[config.mk]
export PLATFORM = sky130hd
export DESIGN_NAME = update_period_estimator_unit
export DESIGN_NICKNAME = d
export VERILOG_FILES = /design/src/rtl/upe_pkg.sv /design/src/rtl/upe_ring.sv /design/src/rtl/upe_scan.sv /design/src/rtl/update_period_estimator_unit.sv
export SDC_FILE = /design/constraint.sdc
export NUM_CORES = 2
export LEC_CHECK = 0
export ABC_AREA = 1
export BUFFER_PORTS_ARGS = -buffer_cell sky130_fd_sc_hd__buf_2
export CAP_MARGIN = 20
export CELL_PAD_IN_SITES_DETAIL_PLACEMENT = 1
export CELL_PAD_IN_SITES_GLOBAL_PLACEMENT = 2
export CORE_UTILIZATION = 40
export CTS_BUF_LIST = sky130_fd_sc_hd__clkbuf_4 sky130_fd_sc_hd__clkbuf_8
export DETAILED_ROUTE_END_ITERATION = 12
export GPL_ROUTABILITY_DRIVEN = 1
export PLACE_DENSITY_LB_ADDON = 0.1
export SETUP_SLACK_MARGIN = 0.5
export SLEW_MARGIN = 20
export SYNTH_ARGS = -nofsm -noshare
export SYNTH_HDL_FRONTEND = slang
export SYNTH_SLANG_ARGS = --single-unit
export TNS_END_PERCENT = 30
[constraint.sdc]
create_clock -name clock -period 19.9 [get_ports clock]
set_input_delay 2.985 -clock clock [delete_from_list [all_inputs] [get_ports clock]]
set_output_delay 2.985 -clock clock [all_outputs]
set_load 0.01 [all_outputs]
[src/rtl/upe_pkg.sv]
// Shared types, constants and helper functions of the update period estimator.
// Depends on nothing; every other file takes what it needs by scoped names.
package upe_pkg;

   localparam int RING_DEPTH = 12;
   localparam int IDX_W      = $clog2(RING_DEPTH);
   localparam int CNT_W      = $clog2(RING_DEPTH + 1);
   localparam int IV_W       = 31;

   localparam logic [1:0] CMD_OBSERVE = 2'd0;
   localparam logic [1:0] CMD_QUERY   = 2'd1;
   localparam logic [1:0] CMD_CLEAR   = 2'd2;

   localparam logic [1:0] CSR_MANUAL    = 2'd0;
   localparam logic [1:0] CSR_START_REM = 2'd1;
   localparam logic [1:0] CSR_THRESHOLD = 2'd2;

   localparam logic [5:0] MAN_AUTO = 6'd0;
   localparam logic [5:0] MAN_10   = 6'd10;
   localparam logic [5:0] MAN_20   = 6'd20;
   localparam logic [5:0] MAN_30   = 6'd30;
   localparam logic [5:0] MAN_60   = 6'd60;

   localparam logic [7:0]  MAX_CYCLE       = 8'd240;
   localparam logic [15:0] THRESHOLD_RESET = 16'd5;
   localparam logic [21:0] DELAY_UNKNOWN   = 22'd600000;
   localparam logic [21:0] DELAY_MIN       = 22'd60000;
   localparam logic [21:0] DELAY_MAX       = 22'd3900000;

   typedef struct packed {
      logic             go;
      logic [CNT_W-1:0] filled;
      logic [IDX_W-1:0] wp;
   } upe_scan_ctl_type;

   typedef struct packed {
      logic            done;
      logic            stable;
      logic [IV_W-1:0] median;
   } upe_scan_stat_type;

   // Nearest of 600/1200/1800/3600 s; a tie goes to the smaller point.
   function automatic logic [1:0] snap_idx(input logic [IV_W-1:0] secs);
      logic [1:0] k;
      if (secs <= IV_W'(900)) begin
         k = 2'd0;
      end else if (secs <= IV_W'(1500)) begin
         k = 2'd1;
      end else if (secs <= IV_W'(2700)) begin
         k = 2'd2;
      end else begin
         k = 2'd3;
      end
      return k;
   endfunction

   function automatic logic [7:0] snap_minutes(input logic [1:0] k);
      logic [7:0] m;
      unique case (k)
         2'd0:    m = 8'd10;
         2'd1:    m = 8'd20;
         2'd2:    m = 8'd30;
         default: m = 8'd60;
      endcase
      return m;
   endfunction

endpackage

[src/rtl/upe_ring.sv]
// Interval ring storage: one write port, one read port with registered data.
// Depends on upe_pkg for depth and width.
module upe_ring (
   input  logic                        clock,
   input  logic                        wr_en,
   input  logic [upe_pkg::IDX_W-1:0]   wr_addr,
   input  logic [upe_pkg::IV_W-1:0]    wr_data,
   input  logic [upe_pkg::IDX_W-1:0]   rd_addr,
   output logic [upe_pkg::IV_W-1:0]    rd_data
);

   logic [upe_pkg::IV_W-1:0] mem [upe_pkg::RING_DEPTH];
   logic [upe_pkg::IV_W-1:0] rd_data_ff;

   always_ff @(posedge clock) begin
      if (wr_en) begin
         mem[wr_addr] <= wr_data;
      end
      rd_data_ff <= mem[rd_addr];
   end

   assign rd_data = rd_data_ff;

endmodule

[src/rtl/upe_scan.sv]
// Ring scan sequencer: stability check over the newest three intervals, then
// a rank-count median with one shared comparator. Depends on upe_pkg.
module upe_scan (
   input  logic                          clock,
   input  logic                          reset,
   input  upe_pkg::upe_scan_ctl_type     ctl,
   output upe_pkg::upe_scan_stat_type    stat,
   output logic [upe_pkg::IDX_W-1:0]     rd_addr,
   input  logic [upe_pkg::IV_W-1:0]      rd_data
);

   typedef enum logic [3:0] {
      S_IDLE, S_ST0, S_ST1, S_ST2, S_ST3, S_CRD, S_CLD, S_CMP, S_FIN
   } state_type;

   state_type                  state_ff;
   logic [upe_pkg::CNT_W-1:0]  n_ff;
   logic [upe_pkg::IDX_W-1:0]  wp_ff;
   logic [upe_pkg::IDX_W-1:0]  ci_ff;
   logic [upe_pkg::IDX_W-1:0]  cj_ff;
   logic [upe_pkg::CNT_W-1:0]  rank_ff;
   logic [upe_pkg::IV_W-1:0]   cand_ff;
   logic [upe_pkg::IV_W-1:0]   lo_ff;
   logic [upe_pkg::IV_W-1:0]   hi_ff;
   logic [1:0]                 k0_ff;
   logic [1:0]                 k1_ff;
   logic                       done_ff;
   logic                       stable_ff;
   logic [upe_pkg::IV_W-1:0]   median_ff;

   logic [upe_pkg::CNT_W-1:0]  hi_rank;
   logic [upe_pkg::CNT_W-1:0]  lo_rank;
   logic [upe_pkg::CNT_W-1:0]  rank_in;
   logic                       less;
   logic                       last_j;
   logic [upe_pkg::IV_W:0]     pair_sum;

   // Ring slot of the i-th newest-three interval, oldest first.
   function automatic logic [upe_pkg::IDX_W-1:0] stab_idx(
      input logic [upe_pkg::IDX_W-1:0] wp,
      input logic [1:0]                i
   );
      logic [upe_pkg::IDX_W:0] s;
      s = {1'b0, wp} + (upe_pkg::IDX_W+1)'(upe_pkg::RING_DEPTH - 3)
          + (upe_pkg::IDX_W+1)'(i);
      if (s >= (upe_pkg::IDX_W+1)'(upe_pkg::RING_DEPTH)) begin
         s = s - (upe_pkg::IDX_W+1)'(upe_pkg::RING_DEPTH);
      end
      return s[upe_pkg::IDX_W-1:0];
   endfunction

   assign hi_rank  = n_ff >> 1;
   assign lo_rank  = hi_rank - upe_pkg::CNT_W'(1);
   assign last_j   = (upe_pkg::CNT_W'(cj_ff) == n_ff - upe_pkg::CNT_W'(1));
   // Equal values rank by slot so every rank is taken exactly once.
   assign less     = (rd_data < cand_ff) || ((rd_data == cand_ff) && (cj_ff < ci_ff));
   assign rank_in  = rank_ff + upe_pkg::CNT_W'(less);
   assign pair_sum = {1'b0, lo_ff} + {1'b0, hi_ff};

   always_comb begin
      unique case (state_ff)
         S_ST0:   rd_addr = stab_idx(wp_ff, 2'd0);
         S_ST1:   rd_addr = stab_idx(wp_ff, 2'd1);
         S_ST2:   rd_addr = stab_idx(wp_ff, 2'd2);
         S_CRD:   rd_addr = ci_ff;
         S_CMP:   rd_addr = last_j ? '0 : cj_ff + upe_pkg::IDX_W'(1);
         default: rd_addr = '0;
      endcase
   end

   always_ff @(posedge clock) begin
      if (reset) begin
         state_ff  <= S_IDLE;
         done_ff   <= 1'b0;
         stable_ff <= 1'b0;
      end else begin
         done_ff <= ((state_ff == S_IDLE) && ctl.go && (ctl.filled < upe_pkg::CNT_W'(3)))
                    || (state_ff == S_FIN);
         unique case (state_ff)
            S_IDLE: begin
               if (ctl.go) begin
                  n_ff  <= ctl.filled;
                  wp_ff <= ctl.wp;
                  if (ctl.filled < upe_pkg::CNT_W'(3)) begin
                     stable_ff <= 1'b0;
                  end else begin
                     state_ff <= S_ST0;
                  end
               end
            end
            S_ST0: state_ff <= S_ST1;
            S_ST1: begin
               k0_ff    <= upe_pkg::snap_idx(rd_data);
               state_ff <= S_ST2;
            end
            S_ST2: begin
               k1_ff    <= upe_pkg::snap_idx(rd_data);
               state_ff <= S_ST3;
            end
            S_ST3: begin
               stable_ff <= (k0_ff == k1_ff) && (k1_ff == upe_pkg::snap_idx(rd_data));
               ci_ff     <= '0;
               state_ff  <= S_CRD;
            end
            S_CRD: state_ff <= S_CLD;
            S_CLD: begin
               cand_ff  <= rd_data;
               cj_ff    <= '0;
               rank_ff  <= '0;
               state_ff <= S_CMP;
            end
            S_CMP: begin
               if (last_j) begin
                  if (rank_in == hi_rank) begin
                     hi_ff <= cand_ff;
                  end
                  if (rank_in == lo_rank) begin
                     lo_ff <= cand_ff;
                  end
                  if (upe_pkg::CNT_W'(ci_ff) == n_ff - upe_pkg::CNT_W'(1)) begin
                     state_ff <= S_FIN;
                  end else begin
                     ci_ff    <= ci_ff + upe_pkg::IDX_W'(1);
                     state_ff <= S_CRD;
                  end
               end else begin
                  cj_ff   <= cj_ff + upe_pkg::IDX_W'(1);
                  rank_ff <= rank_in;
               end
            end
            S_FIN: begin
               median_ff <= n_ff[0] ? hi_ff : pair_sum[upe_pkg::IV_W:1];
               state_ff  <= S_IDLE;
            end
            default: state_ff <= S_IDLE;
         endcase
      end
   end

   assign stat.done   = done_ff;
   assign stat.stable = stable_ff;
   assign stat.median = median_ff;

endmodule

[src/rtl/update_period_estimator_unit.sv]
// Top level of the update period estimator: command handling, learned state,
// cycle choice and poll delay. Depends on upe_pkg, upe_ring and upe_scan.
//
//   channel | ports                                   | direction
//   --------+-----------------------------------------+----------
//   req     | valid, stall, cmd, time_sec, reading    | in
//   rsp     | valid, stall, is_new .. manual_active   | out
//   csr     | valid, ready, index, data               | in
//
// With fewer than three intervals held the result is loaded without a median
// search; otherwise the median is found by rank counting through the single
// read port of the ring. The next beat can be taken once the result is loaded
// and the unit is back in its idle state.
// req_stall is high from acceptance until the result enters the output register,
// and while a register write is offered; csr_ready is low while an item is busy.
// Synchronous active-high reset clears all learned state; the ring needs no clearing.
// A stalled result holds in the output register and holds back the next result.
module update_period_estimator_unit (
   input  logic        clock,
   input  logic        reset,
   input  logic        req_valid,
   output logic        req_stall,
   input  logic [1:0]  req_cmd,
   input  logic [31:0] req_time_sec,
   input  logic [25:0] req_reading,
   output logic        rsp_valid,
   input  logic        rsp_stall,
   output logic        rsp_is_new,
   output logic [7:0]  rsp_period_min,
   output logic [21:0] rsp_wait_ms,
   output logic        rsp_stable,
   output logic [3:0]  rsp_sample_count,
   output logic        rsp_save_request,
   output logic        rsp_manual_active,
   input  logic        csr_valid,
   output logic        csr_ready,
   input  logic [1:0]  csr_index,
   input  logic [15:0] csr_data
);

   typedef enum logic [2:0] {S_IDLE, S_SCAN, S_DLY1, S_DLY2, S_OUT} state_type;

   state_type                   state_ff;
   logic [5:0]                  manual_ff;
   logic [7:0]                  start_rem_ff;
   logic [15:0]                 thr_ff;
   logic                        have_prev_ff;
   logic [25:0]                 prev_ff;
   logic [31:0]                 last_ff;
   logic [upe_pkg::IDX_W-1:0]   wp_ff;
   logic [upe_pkg::CNT_W-1:0]   filled_ff;
   logic [7:0]                  rem_ff;
   logic                        go_ff;
   logic [31:0]                 now_ff;
   logic                        is_new_ff;
   logic [7:0]                  cycle_ff;
   logic                        stable_ff;
   logic                        save_ff;
   logic signed [34:0]          d_ff;
   logic [21:0]                 delay_ff;
   logic                        rsp_valid_ff;
   logic                        o_is_new_ff;
   logic [7:0]                  o_cycle_ff;
   logic [21:0]                 o_delay_ff;
   logic                        o_stable_ff;
   logic [3:0]                  o_count_ff;
   logic                        o_save_ff;
   logic                        o_manual_ff;

   logic                        accept;
   logic                        ring_we;
   logic [25:0]                 diff;
   logic                        changed;
   logic                        new_obs;
   logic [31:0]                 iv;
   logic                        push;
   logic [upe_pkg::IV_W-1:0]    rd_data;
   logic [upe_pkg::IDX_W-1:0]   rd_addr;
   logic [7:0]                  auto_cycle;
   logic [13:0]                 cyc60;
   logic                        out_free;
   logic [5:0]                  man_wr;
   logic                        man_ok;
   upe_pkg::upe_scan_ctl_type   scan_ctl;
   upe_pkg::upe_scan_stat_type  scan_stat;

   assign accept    = req_valid && !req_stall;
   assign req_stall = (state_ff != S_IDLE) || csr_valid;
   assign csr_ready = (state_ff == S_IDLE);

   assign diff    = (req_reading > prev_ff) ? req_reading - prev_ff : prev_ff - req_reading;
   assign changed = diff > {10'd0, thr_ff};
   assign new_obs = (req_cmd == upe_pkg::CMD_OBSERVE) && (!have_prev_ff || changed);
   assign iv      = req_time_sec - last_ff;
   assign push    = (iv != 32'd0) && !iv[31];
   assign ring_we = accept && (req_cmd == upe_pkg::CMD_OBSERVE) && have_prev_ff
                    && changed && push;

   assign man_wr = csr_data[5:0];
   assign man_ok = (man_wr == upe_pkg::MAN_AUTO) || (man_wr == upe_pkg::MAN_10)
                   || (man_wr == upe_pkg::MAN_20) || (man_wr == upe_pkg::MAN_30)
                   || (man_wr == upe_pkg::MAN_60);

   assign scan_ctl.go     = go_ff;
   assign scan_ctl.filled = filled_ff;
   assign scan_ctl.wp     = wp_ff;

   assign auto_cycle = upe_pkg::snap_minutes(upe_pkg::snap_idx(scan_stat.median));
   assign cyc60      = 14'(cycle_ff) * 14'd60;
   assign out_free   = !rsp_valid_ff || !rsp_stall;

   upe_ring u_ring (
      .clock   (clock),
      .wr_en   (ring_we),
      .wr_addr (wp_ff),
      .wr_data (iv[upe_pkg::IV_W-1:0]),
      .rd_addr (rd_addr),
      .rd_data (rd_data)
   );

   upe_scan u_scan (
      .clock   (clock),
      .reset   (reset),
      .ctl     (scan_ctl),
      .stat    (scan_stat),
      .rd_addr (rd_addr),
      .rd_data (rd_data)
   );

   always_ff @(posedge clock) begin
      if (reset) begin
         state_ff     <= S_IDLE;
         manual_ff    <= upe_pkg::MAN_AUTO;
         start_rem_ff <= '0;
         thr_ff       <= upe_pkg::THRESHOLD_RESET;
         have_prev_ff <= 1'b0;
         prev_ff      <= '0;
         last_ff      <= '0;
         wp_ff        <= '0;
         filled_ff    <= '0;
         rem_ff       <= '0;
         go_ff        <= 1'b0;
         rsp_valid_ff <= 1'b0;
      end else begin
         go_ff <= accept;
         if (rsp_valid_ff && !rsp_stall && (state_ff != S_OUT)) begin
            rsp_valid_ff <= 1'b0;
         end
         if (csr_valid && csr_ready) begin
            unique case (csr_index)
               upe_pkg::CSR_MANUAL: begin
                  if (man_ok) begin
                     manual_ff <= man_wr;
                     if (man_wr == upe_pkg::MAN_AUTO) begin
                        wp_ff     <= '0;
                        filled_ff <= '0;
                        last_ff   <= '0;
                     end
                  end
               end
               upe_pkg::CSR_START_REM: start_rem_ff <= csr_data[7:0];
               upe_pkg::CSR_THRESHOLD: thr_ff <= csr_data;
               default: ;
            endcase
         end
         unique case (state_ff)
            S_IDLE: begin
               if (accept) begin
                  now_ff    <= req_time_sec;
                  is_new_ff <= new_obs;
                  state_ff  <= S_SCAN;
                  if (req_cmd == upe_pkg::CMD_OBSERVE) begin
                     if (!have_prev_ff) begin
                        have_prev_ff <= 1'b1;
                        prev_ff      <= req_reading;
                        last_ff      <= req_time_sec;
                     end else if (changed) begin
                        prev_ff   <= req_reading;
                        last_ff   <= req_time_sec;
                        if (push) begin
                           wp_ff <= (wp_ff == upe_pkg::IDX_W'(upe_pkg::RING_DEPTH - 1))
                                    ? '0 : wp_ff + upe_pkg::IDX_W'(1);
                           if (filled_ff < upe_pkg::CNT_W'(upe_pkg::RING_DEPTH)) begin
                              filled_ff <= filled_ff + upe_pkg::CNT_W'(1);
                           end
                        end
                     end
                  end else if (req_cmd == upe_pkg::CMD_CLEAR) begin
                     wp_ff     <= '0;
                     filled_ff <= '0;
                     last_ff   <= '0;
                     rem_ff    <= (start_rem_ff <= upe_pkg::MAX_CYCLE) ? start_rem_ff : '0;
                  end
               end
            end
            S_SCAN: begin
               if (scan_stat.done) begin
                  stable_ff <= scan_stat.stable;
                  save_ff   <= (manual_ff == upe_pkg::MAN_AUTO)
                               && (filled_ff >= upe_pkg::CNT_W'(3))
                               && scan_stat.stable && (auto_cycle != rem_ff);
                  state_ff  <= S_DLY1;
                  if (manual_ff != upe_pkg::MAN_AUTO) begin
                     cycle_ff <= {2'd0, manual_ff};
                  end else if (filled_ff < upe_pkg::CNT_W'(3)) begin
                     cycle_ff <= rem_ff;
                  end else begin
                     cycle_ff <= auto_cycle;
                     if (scan_stat.stable) begin
                        rem_ff <= auto_cycle;
                     end
                  end
               end
            end
            S_DLY1: begin
               d_ff     <= $signed(35'(last_ff)) + $signed(35'(cyc60)) + 35'sd60
                           - $signed(35'(now_ff));
               state_ff <= S_DLY2;
            end
            S_DLY2: begin
               if (cycle_ff == 8'd0) begin
                  delay_ff <= upe_pkg::DELAY_UNKNOWN;
               end else if (d_ff <= 35'sd60) begin
                  delay_ff <= upe_pkg::DELAY_MIN;
               end else if (d_ff >= 35'sd3900) begin
                  delay_ff <= upe_pkg::DELAY_MAX;
               end else begin
                  delay_ff <= 22'(d_ff[11:0]) * 22'd1000;
               end
               state_ff <= S_OUT;
            end
            S_OUT: begin
               // load the output register once the previous beat has left
               if (out_free) begin
                  rsp_valid_ff <= 1'b1;
                  o_is_new_ff  <= is_new_ff;
                  o_cycle_ff   <= cycle_ff;
                  o_delay_ff   <= delay_ff;
                  o_stable_ff  <= stable_ff;
                  o_count_ff   <= 4'(filled_ff);
                  o_save_ff    <= save_ff;
                  o_manual_ff  <= (manual_ff != upe_pkg::MAN_AUTO);
                  state_ff     <= S_IDLE;
               end
            end
            default: state_ff <= S_IDLE;
         endcase
      end
   end

   assign rsp_valid         = rsp_valid_ff;
   assign rsp_is_new        = o_is_new_ff;
   assign rsp_period_min    = o_cycle_ff;
   assign rsp_wait_ms       = o_delay_ff;
   assign rsp_stable        = o_stable_ff;
   assign rsp_sample_count  = o_count_ff;
   assign rsp_save_request  = o_save_ff;
   assign rsp_manual_active = o_manual_ff;

endmodule

==> flow_metrics.env <==
export IMPL_drtAntennaViolNets=0
export IMPL_ir_drop_mv=0.0613
export IMPL_syn_inst=4997
export IMPL_numCtsBuffers=144
export IMPL_synth_ff_type="edfxtp_1"
export IMPL_required_ns=20.42
export IMPL_dr_pass1_iters=5
export IMPL_areaGrowthSynthToFinish_pct=12.1
export IMPL_cts_setup_buffers=0
export IMPL_ios=124
export IMPL_final_core_util=0.455
export IMPL_cts_resized_gates=0
export IMPL_worst_slew_pin_slew_ns=1.12
export IMPL_nFillCells=13009
export IMPL_via_count=34916
export IMPL_cp_start_kind="input port"
export IMPL_layout_drive_gt1_share=0.106
export IMPL_fin_skew_ns=0.0488
export IMPL_layout_common_cells="nand2_1 (950), inv_1 (737), edfxtp_1 (652)"
export IMPL_path_clk_slew_ns=0.06
export IMPL_fmax_mhz=122
export IMPL_slowest_delay_ns=0.53
export IMPL_setup_viol=0
export IMPL_dieWidth_um=340
export IMPL_pwr_share_seq=0.415
export IMPL_cts_hold_buf=0
export IMPL_synth_edff_count=652
export IMPL_status="complete, no violations"
export IMPL_avgSynthCellArea_um2=9.17
export IMPL_dp_slack_ns=10.65
export IMPL_slowest_stage="nor2_4"
export IMPL_post_route_worst_setup_slack_ns=11.68
export IMPL_insertion_delay_ns=0.87
export IMPL_setup_tns_ns=0
export IMPL_grt_max_degree=104
export IMPL_drc=0
export IMPL_cp_max_fo=24
export IMPL_drtIter0Drc=1715
export IMPL_cts_sinks=799
export IMPL_netSwitchingFraction=0.330
export IMPL_clk_path_buf_depth=3
export IMPL_ctsHtreeMaxLevel=4
export IMPL_viasPerCell=5.13
export IMPL_cts_root_buffer="clkbuf_8"
export IMPL_p_int_mw=3.21
export IMPL_finalHoldViolCount=0
export IMPL_cts_tree="yes"
export IMPL_routedWlPerCell_um=20.1
export IMPL_rows=123
export IMPL_grt_pass1_vias=36876
export IMPL_dpl_hpwl_mm=101
export IMPL_p_leak_nw=21.4
export IMPL_worstPathArrival_ns=8.73
export IMPL_antenna_found_initial=16
export IMPL_drt_total_wl_mm=137
export IMPL_finalCritPeriodShare=0.413
export IMPL_grt_use_total=0.238
export IMPL_relSlewSlack=0.250
export IMPL_yosysSeqAreaShare=0.492
export IMPL_final_common_cell="nand2_1"
export IMPL_synthArstFlopShare=0
export IMPL_hp_class="flop to flop"
export IMPL_core_area_um2=113000
export IMPL_io_buffers=120
export IMPL_gp_congestion=0.886
export IMPL_critPathCaptureType="flop"
export IMPL_synthDistinctLibCells=61
export IMPL_synth_seq_cells=799
export IMPL_path_common_cell="nand2_1"
export IMPL_final_area_um2=51300
export IMPL_num_nets_final=5667
export IMPL_placedCellCount=6529
export IMPL_dieArea_um2=116000
export IMPL_netSwitchingPower_mw=1.58
export IMPL_p_per_area_nw_per_um2=93.3
export IMPL_min_period_ns=8.22
export IMPL_pwr_share_comb=0.247
export IMPL_die_y_um=340
export IMPL_yosysWarnings=0
export IMPL_drv_cap=0
export IMPL_drv_slew=0
export IMPL_grt_pass1_wl_mm=213
export IMPL_rsz0062_at_grt="no"
export IMPL_netlist_area_um2=45800
export IMPL_initial_utilization=0.406
export IMPL_place_area_um2=48200
export IMPL_worstSetupPathType="input port to flop"
export IMPL_stdcell_count=6806
export IMPL_grt_ovfl_total=0
export IMPL_clock_power_share=0.338
path summary, 6_finish.rpt:
path / depth (start not counted) / to / slack, ns / startpoint
setup / recovery: 29 / u_ring.mem[4][27] / 11.68 / req_reading[22]
hold / removal: 0 / rsp_save_request / 0.41 / save_ff
setup reg to reg: 26 / d_ff[26] / 12.78 / cycle_ff[3]
hold reg to reg: 0 / rsp_save_request / 0.41 / save_ff
cells by family after synthesis:
family / count (synthesis) / share of synthesized area
and+or+nand+nor: 1921 / 0.178
AOI/OAI and AO/OA: 893 / 0.115
buffers and inverters: 872 / 0.0733
DFF: 799 / 0.492
adders and majority gates: 404 / 0.122
xor gates and xnor gates: 105 / 0.0201
muxes: 2 / 0.000464
other: 1 / 0.0000819
final cells by class:
type                    count  area (µm²)  share of cell area
clock buffers             202        2470              0.0481
flip-flops and latches    799       22500               0.439
diodes                      8        20.0            0.000390
well taps                1500        1880              0.0366
inverters                 744        2800              0.0545
multi-input cells        3328       20100               0.392
repair buffers            163        1020              0.0199
clock inverters            62         520              0.0101
stage by stage:
| step | power [mW] | hold WS, ns |
|---|---|---|
| 2_1_floorplan | 2.82 | 0.400 |
| 3_3_place_gp | 3.19 | 0.401 |
| 3_5_place_dp | 3.21 | 0.406 |
| 4_1_cts | 4.86 | 0.406 |
| 5_1_grt | 5.08 | 0.411 |
| 6_report | 4.79 | 0.408 |
sequential cells by signal, indices dropped and copies added (netlist names), 26 cells and up:
signal	count
u_scan.cand_ff	31
prev_ff	26
d_ff	35
last_ff	32
u_scan.median_ff	31
u_scan.hi_ff	31
now_ff	32
u_ring.mem	372
u_ring.rd_data	31
u_scan.lo_ff	31
routing by layer:
metal	global-route usage	routed length (µm)
met1	0.316	63700
met5	0	0
met2	0.401	65400
met4	0.0696	2990
met3	0.0350	4600
worst max-delay path: cells and delay by family:
kind / cells / cell delay [ns]
XOR/XNOR: 1 / 0.16
buffers and inverters: 6 / 0.98
adder cells (fa/ha/maj): 2 / 0.74
AND/OR/NAND/NOR: 18 / 3.36
AO/OA/AOI/OAI: 2 / 0.48
cells in the mapped netlist (all sizes together) (4+ instances only):
library cell  number  area [µm²]
edfxtp           652       19600
a21o               6        45.0
nor3              45         236
o21bai            10        75.1
o32ai             31         272
ha               335        4190
buf               27         188
inv              742        2790
a21boi             9        67.6
fa                69        1380
dfxtp            147        2940
o21ai            323        1620
o22ai              4        25.0
o31ai              4        30.0
xor2              59         517
a211oi            13         103
nor4              18         113
clkbuf           101         379
o221ai             9        78.8
xnor2             46         403
a21oi            291        1490
o21a              13        97.6
a31oi              9        56.3
o211ai           150        1130
nor2             530        2040
nand4             47         294
and2               9        56.3
a221oi            11        96.3
nand3            204        1050
or2               86         538
nand3b             9        80.1
nand2            961        3650
nor3b              7        52.6
power groups by stage:
stage                     Clock [mW]  Combinational, mW  Sequential, mW
after floorplan                    0              0.803            2.01
after CTS                       1.67               1.20            1.99
final                           1.62               1.18            1.99
after detailed placement           0               1.18            2.03
after global placement             0               1.16            2.02
after global routing            1.74               1.35            1.99
Note: power is estimated with default switching activity, not from simulation.
